==> config.mk <==
export PLATFORM = sky130hd
export DESIGN_NAME = mtmc_ctrl
export DESIGN_NICKNAME = d
export VERILOG_FILES = /design/src/hw/rtl/mtmc_pkg.sv /design/src/hw/rtl/mtmc_ctrl.sv
export SDC_FILE = /design/constraint.sdc
export NUM_CORES = 1
export LEC_CHECK = 0
export BUFFER_PORTS_ARGS = -buffer_cell sky130_fd_sc_hd__buf_2
export CAP_MARGIN = 20
export CORE_AREA = 2 2 39 41
export DETAILED_ROUTE_END_ITERATION = 10
export DIE_AREA = 0 0 41 43
export PLACE_DENSITY = 0.73
export SLEW_MARGIN = 20
export SYNTH_ARGS = -nofsm -noshare
export SYNTH_HDL_FRONTEND = slang
export SYNTH_SLANG_ARGS = --single-unit
==> constraint.sdc <==
create_clock -name clk -period 1.6 [get_ports clk]
set_input_delay 0.32 -clock clk [delete_from_list [all_inputs] [get_ports clk]]
set_output_delay 0.32 -clock clk [all_outputs]
set_load 0.01 [all_outputs]
==> src/hw/rtl/mtmc_pkg.sv <==
// Shared constants, codes and controller/datapath bundles for the tempo map converter.
package mtmc_pkg;

    localparam int TEMPO_ENTRIES = 64;
    localparam int IDX_W         = $clog2(TEMPO_ENTRIES);
    localparam int CNT_W         = $clog2(TEMPO_ENTRIES + 1);

    localparam int TICK_W   = 32;
    localparam int TIME_W   = 56;
    localparam int TEMPO_W  = 24;
    localparam int TPQ_W    = 15;
    localparam int ENTRY_W  = TICK_W + TIME_W + TEMPO_W;

    localparam int DIV_NUM_W = 65;
    localparam int DIV_DEN_W = 24;
    localparam int DIV_CNT_W = $clog2(DIV_NUM_W + 1);

    localparam int APB_AW = 3;
    localparam int APB_DW = 32;

    localparam logic [APB_AW-1:0]  ADDR_TPQ      = '0;
    localparam logic [TPQ_W-1:0]   TPQ_RESET     = 15'd480;
    localparam logic [TEMPO_W-1:0] PPQ_NORM      = 24'd480;
    localparam logic [TEMPO_W-1:0] DEFAULT_TEMPO = 24'd500000;

    typedef enum logic [1:0] {
        OP_APPEND    = 2'd0,
        OP_TICK2TIME = 2'd1,
        OP_TIME2TICK = 2'd2,
        OP_CLEAR     = 2'd3
    } op_t;

    typedef enum logic [1:0] {
        ST_OK    = 2'd0,
        ST_FULL  = 2'd1,
        ST_ORDER = 2'd2
    } status_t;

    typedef enum logic [1:0] {
        DIV_SCALE = 2'd0,
        DIV_TIME  = 2'd1,
        DIV_TICK  = 2'd2
    } div_sel_t;

    // controller to datapath
    typedef struct packed {
        logic     capture;
        logic     rd_last;
        logic     scan_start;
        logic     div_start;
        div_sel_t div_sel;
        logic     mul;
        logic     write_entry;
        logic     clear;
        logic     status_wr;
        status_t  status_val;
        logic     finish;
    } ctl_cmd_t;

    // datapath to controller
    typedef struct packed {
        op_t  op;
        logic full;
        logic order_bad;
        logic rd_done;
        logic div_done;
        logic out_busy;
    } ctl_sts_t;

endpackage

==> src/hw/rtl/mtmc_ctrl.sv <==
// Sequencer that steps the datapath through each operation.
module mtmc_ctrl (
    input  logic               clk,
    input  logic               rst_n,
    input  logic               in_valid,
    output logic               in_ready,
    input  mtmc_pkg::ctl_sts_t sts,
    output mtmc_pkg::ctl_cmd_t cmd
);
    import mtmc_pkg::*;

    typedef enum logic [3:0] {
        S_IDLE,
        S_DECODE,
        S_APP_DIV,
        S_APP_CHK,
        S_SCAN,
        S_SEG,
        S_MUL,
        S_TDIV,
        S_KDIV,
        S_FINISH
    } state_t;

    state_t state_reg, state_next;

    always_comb
    begin
        state_next = state_reg;
        cmd        = '0;
        cmd.div_sel    = DIV_SCALE;
        cmd.status_val = ST_OK;
        case (state_reg)
            S_IDLE:
            begin
                if (in_valid)
                begin
                    cmd.capture = 1'b1;
                    state_next  = S_DECODE;
                end
            end
            S_DECODE:
            begin
                case (sts.op)
                    OP_APPEND:
                    begin
                        if (sts.full)
                        begin
                            cmd.status_wr  = 1'b1;
                            cmd.status_val = ST_FULL;
                            state_next     = S_FINISH;
                        end
                        else
                        begin
                            cmd.div_start = 1'b1;
                            cmd.rd_last   = 1'b1;
                            state_next    = S_APP_DIV;
                        end
                    end
                    OP_TICK2TIME, OP_TIME2TICK:
                    begin
                        cmd.scan_start = 1'b1;
                        state_next     = S_SCAN;
                    end
                    default:
                    begin
                        cmd.clear  = 1'b1;
                        state_next = S_FINISH;
                    end
                endcase
            end
            S_APP_DIV:
            begin
                if (sts.div_done)
                begin
                    state_next = S_APP_CHK;
                end
            end
            S_APP_CHK:
            begin
                if (sts.order_bad)
                begin
                    cmd.status_wr  = 1'b1;
                    cmd.status_val = ST_ORDER;
                    state_next     = S_FINISH;
                end
                else
                begin
                    cmd.mul    = 1'b1;
                    state_next = S_MUL;
                end
            end
            S_SCAN:
            begin
                if (sts.rd_done)
                begin
                    state_next = S_SEG;
                end
            end
            S_SEG:
            begin
                if (sts.op == OP_TICK2TIME)
                begin
                    cmd.mul    = 1'b1;
                    state_next = S_MUL;
                end
                else
                begin
                    cmd.div_start = 1'b1;
                    cmd.div_sel   = DIV_TICK;
                    state_next    = S_KDIV;
                end
            end
            S_MUL:
            begin
                cmd.div_start = 1'b1;
                cmd.div_sel   = DIV_TIME;
                state_next    = S_TDIV;
            end
            S_TDIV:
            begin
                if (sts.div_done)
                begin
                    cmd.write_entry = (sts.op == OP_APPEND);
                    state_next      = S_FINISH;
                end
            end
            S_KDIV:
            begin
                if (sts.div_done)
                begin
                    state_next = S_FINISH;
                end
            end
            S_FINISH:
            begin
                if (!sts.out_busy)
                begin
                    cmd.finish = 1'b1;
                    state_next = S_IDLE;
                end
            end
            default:
            begin
                state_next = S_IDLE;
            end
        endcase
    end

    always_ff @(posedge clk or negedge rst_n)
    begin
        if (!rst_n)
        begin
            state_reg <= S_IDLE;
        end
        else
        begin
            state_reg <= state_next;
        end
    end

    assign in_ready = (state_reg == S_IDLE);

endmodule

==> tab_implementation.tex <==
\begin{tabular}{lr}
\hline
Metric & Value \\
\hline
\multicolumn{2}{l}{\textbf{Floorplanning}} \\
Horizontal extent of the die & 41 um \\
Initial cell density of the core & 37.88\% \\
Num ports & 24 \\
Area of the die & 0.001763 mm2 \\
Vertical die dimension & 43 um \\
Core Footprint & 0.001384 mm2 \\
Row Count & 14 \\
\multicolumn{2}{l}{\textbf{Drt}} \\
Drt drc & 0 \\
Routed wire per std cell & between 15 and 20 um \\
WL final & 2601 um \\
Post-DR vias/cell & around 5.9 \\
Routed Antenna Nets & 0 \\
First-pass DRT Iterations & 4 \\
Via count & 820 \\
Initial detailed-routing violation count & 36 \\
\multicolumn{2}{l}{\textbf{Critical path}} \\
Critical path data arrival time & between 1500 and 2000 ps \\
Cell chain of the critical path & and2b\_1 -> nand3\_2 -> buf\_4 -> nor2\_4 -> or2\_4 -> buf\_6 \\
Slowest cell on the critical path & sky130\_fd\_sc\_hd\_\_dfrtp\_1 \\
Delay of the slowest cell on the worst path & 420 ps \\
Startpoint class of the critical path & flip-flop \\
Worst setup path category & flip-flop to output port \\
Startpoint of the worst register-to-register path & state\_reg[2] \\
Biggest fanout along the worst timing path & 3 \\
WP data required & 1280 ps \\
Kind of capture point of the worst setup path & output port \\
Startpoint of the most critical setup path & state\_reg[1] \\
\multicolumn{2}{l}{\textbf{Global route}} \\
Via count of the first global-routing pass & 659 \\
Total routing usage reported by global routing & 25.68\% \\
Wire length of the first global-routing pass & 2953 um \\
Overflow left after global routing & 0 \\
Initial antenna violation count & 0 \\
Maximum number of pins on one net before global-route repair & 8 \\
\multicolumn{2}{l}{\textbf{Pwr}} \\
Switching portion of total power & 45.97\% \\
Switching power summed over all nets & 0.8986 mW \\
Static Leak & between 0.5 and 0.6 nW \\
Sequential fraction of design power & 11.9\% \\
Areal power density over the cells & 1873 mW/mm2 \\
Peak VDD IR & around 0.0012 V \\
Internal power & $\sim$1.1 mW \\
Fraction of power consumed by the clock network & under 10\% \\
Part of the total power dissipated in combinational logic & 81.2\% \\
\multicolumn{2}{l}{\textbf{Yosys}} \\
Share of async-settable or async-resettable flops after synthesis & 100.0\% \\
Most used DFF post-synth & sky130\_fd\_sc\_hd\_\_dfrtp\_1 \\
Leading cell types by total area after synthesis & sky130\_fd\_sc\_hd\_\_dfrtp\_1 (19\%), sky130\_fd\_sc\_hd\_\_ha\_1 (7.2\%), sky130\_fd\_sc\_hd\_\_nor3\_1 (6.7\%) \\
Yosys cell types & 32 \\
Cell type with the highest aggregate area in the netlist & sky130\_fd\_sc\_hd\_\_dfrtp\_1 \\
Proportion of synthesized area in mux cells & 1.909\% \\
Synthesized-area fraction occupied by adder cells & 7.160\% \\
Number of register bits inferred by synthesis & 4 \\
Register area share after synthesis & 19.09\% \\
Synthesized area per cell & roughly 7.6 um2 \\
Most numerous cell types in the synthesized netlist & sky130\_fd\_sc\_hd\_\_nor2\_1 (7), sky130\_fd\_sc\_hd\_\_nor3\_1 (7), sky130\_fd\_sc\_hd\_\_inv\_1 (6), sky130\_fd\_sc\_hd\_\_nand2\_1 (5), sky130\_fd\_sc\_hd\_\_dfrtp\_1 (4) \\
Dominant combinational cell family by area after synthesis & simple AND/OR/NAND/NOR gates \\
Synthesized netlist net count & 82 \\
Post-synthesis compound-gate area fraction & approximately 22\% \\
Netlist area before placement & about 520 um2 \\
Number of instances in the synthesized netlist & 69 \\
Synthesized-area fraction occupied by xor and xnor cells & under 10\% \\
Area share of and/or/nand/nor cells after synthesis & 37.95\% \\
Share of the synthesized area in the top cell type & 19.09\% \\
EDFF count, synth & 0 \\
Synth warn & 0 \\
\multicolumn{2}{l}{\textbf{Min path}} \\
Beginning of the worst hold path & in\_valid \\
Type of the most critical hold path & primary input to flip-flop \\
\multicolumn{2}{l}{\textbf{Final layout}} \\
Fraction of final layout cells with drive strength greater than 1 & 63.93\% \\
Number of diodes & 0 \\
\# nets final & 137 \\
Flip-flop count of the largest register, all copies and words added & 4 \\
Fill cells & 93 \\
Layout area overhead & 99.05\% \\
\multicolumn{2}{l}{\textbf{Place}} \\
Last weighted congestion value of the routability-driven placer & 0.8960 \\
Sum of net half-perimeters after detailed placement & 1169 um \\
Count of buffers from port buffering & 23 \\
\multicolumn{2}{l}{\textbf{Clock network}} \\
CTS sink cnt & 4 \\
TritonCTS Buffers & 3 \\
CTS tree & yes \\
Root Driver & sky130\_fd\_sc\_hd\_\_clkbuf\_4 \\
Clock transition at the registers of the reported paths & $\sim$40 ps \\
CTS H-tree depth & 1 \\
Number of buffers on the longest clock path & 2 \\
Clock latency reported for the late side of the worst-skew pair & between 200 and 250 ps \\
\multicolumn{2}{l}{\textbf{STA}} \\
Shortest period the worst path allows & 1853 ps \\
Finish-stage setup viols & 18 \\
Achievable Freq & around 540 MHz \\
Hold Violations, Final & 0 \\
Fin crit share & 115.8\% \\
Tightest slew margin relative to the limit & about 77\% \\
Actual transition at the worst max-transition pin & 346.9 ps \\
Max-slew violation count & 0 \\
Fin Hold WS & 450.7 ps \\
Total negative slack for setup checks & -2138 ps \\
Worst clock skew on the final layout & approximately 3.6 ps \\
Unrepaired setup endpoints after global routing & yes \\
Smallest setup slack after layout & -252.9 ps \\
\multicolumn{2}{l}{\textbf{Outcome}} \\
Failing checks & setup timing \\
Result of the run & complete, but fails checks \\
\multicolumn{2}{l}{\textbf{Run}} \\
Max Cap Violations & 0 \\
\hline
\end{tabular}
[through the flow]
stage	worst slack, ps	util [%]	instance area [um2]	total power [mW]	instances
after CTS	-204.8	66.91	925.9	1.541	134
after global placement	-79.69	53.16	735.7	1.084	117
after floorplan	27.69	-	529.3	0.8113	69
after global routing	-276.7	75.41	1044	2.065	138
after detailed placement	-102.8	53.16	735.7	1.103	117
final	-252.9	75.41	1044	1.955	138
[area by class of cell]
class	count	area [um2]	area share [%]
clock buffer	3	22.52	2.158
inverter	7	26.28	2.518
multi-input combinational	54	455.4	43.65
sequential	4	102.6	9.832
tap	16	20.02	1.918
timing repair buffer	54	416.7	39.93
[power groups by stage]
| stage | clock, mW | sequential (mW) | combinational [mW] |
|---|---|---|---|
| after floorplan | 0 | 0.172 | 0.640 |
| after global placement | 0 | 0.205 | 0.878 |
| after detailed placement | 0 | 0.207 | 0.897 |
| final | 0.135 | 0.233 | 1.59 |
| after global routing | 0.140 | 0.230 | 1.69 |
| after CTS | 0.132 | 0.202 | 1.21 |
[placed cells by master (no fill, tap or decap), types with 2 or more instances in the layout]
cell	count
sky130_fd_sc_hd__and3_1	2
sky130_fd_sc_hd__dfrtp_2	2
sky130_fd_sc_hd__buf_6	13
sky130_fd_sc_hd__nand2_1	3
sky130_fd_sc_hd__nor3_1	5
sky130_fd_sc_hd__or3_1	2
sky130_fd_sc_hd__buf_2	19
sky130_fd_sc_hd__nor2_4	3
sky130_fd_sc_hd__ha_1	3
sky130_fd_sc_hd__clkbuf_4	3
sky130_fd_sc_hd__nand2_2	2
sky130_fd_sc_hd__inv_1	5
sky130_fd_sc_hd__nor2_1	3
sky130_fd_sc_hd__dfrtp_1	2
sky130_fd_sc_hd__a21oi_1	2
sky130_fd_sc_hd__buf_4	20
sky130_fd_sc_hd__inv_2	2
sky130_fd_sc_hd__nor3_4	2
sky130_fd_sc_hd__o2bb2ai_1	3
[worst max-delay path, delay by kind of cell (launching register included)]
kind                   cells  cell delay [ps]
buffers and inverters      2              250
DFF                        1              420
and+or+nand+nor            4              620
[cell families after synthesis]
kind of cell | count (synthesis)
buffers and inverters | 11
muxes | 1
AOI/OAI and AO/OA | 14
xor gates and xnor gates | 1
adders and majority gates | 3
DFF | 4
and+or+nand+nor | 35
[routing by layer]
metal | part of all wire, % | wire [um] | track usage, % | vias up
met2 | 53 | 1374 | 47.50 | 57
met5 | 0 | 0 | 0 | -
met1 | 36 | 937 | 27.30 | 400
met3 | 7.4 | 193 | 4.188 | 10
li1 | - | - | - | 353
met4 | 3.7 | 96 | 7.333 | 0
[what timing repair did]
item                                    4_1_cts  5_1_grt
hold buffers                                  1        0
endpoints found under the setup margin       15       18
endpoints found under the hold margin         4        0
pin swaps                                     9        6
buffers inserted                             14        4
resized for setup                            15       22
[final timing paths]
kind / slack (ps) / end / depth (start not counted)
hold reg to reg: 810 / state_reg[3] / 3
setup reg to reg: -130 / state_reg[2] / 6
hold / removal: 450 / state_reg[0] / 3
min in group asynchronous: 460 / state_reg[1] / 2
max in group asynchronous: 990 / state_reg[2] / 2
setup / recovery: -250 / cmd[3] / 6
Power figures use the tool's default switching activity.
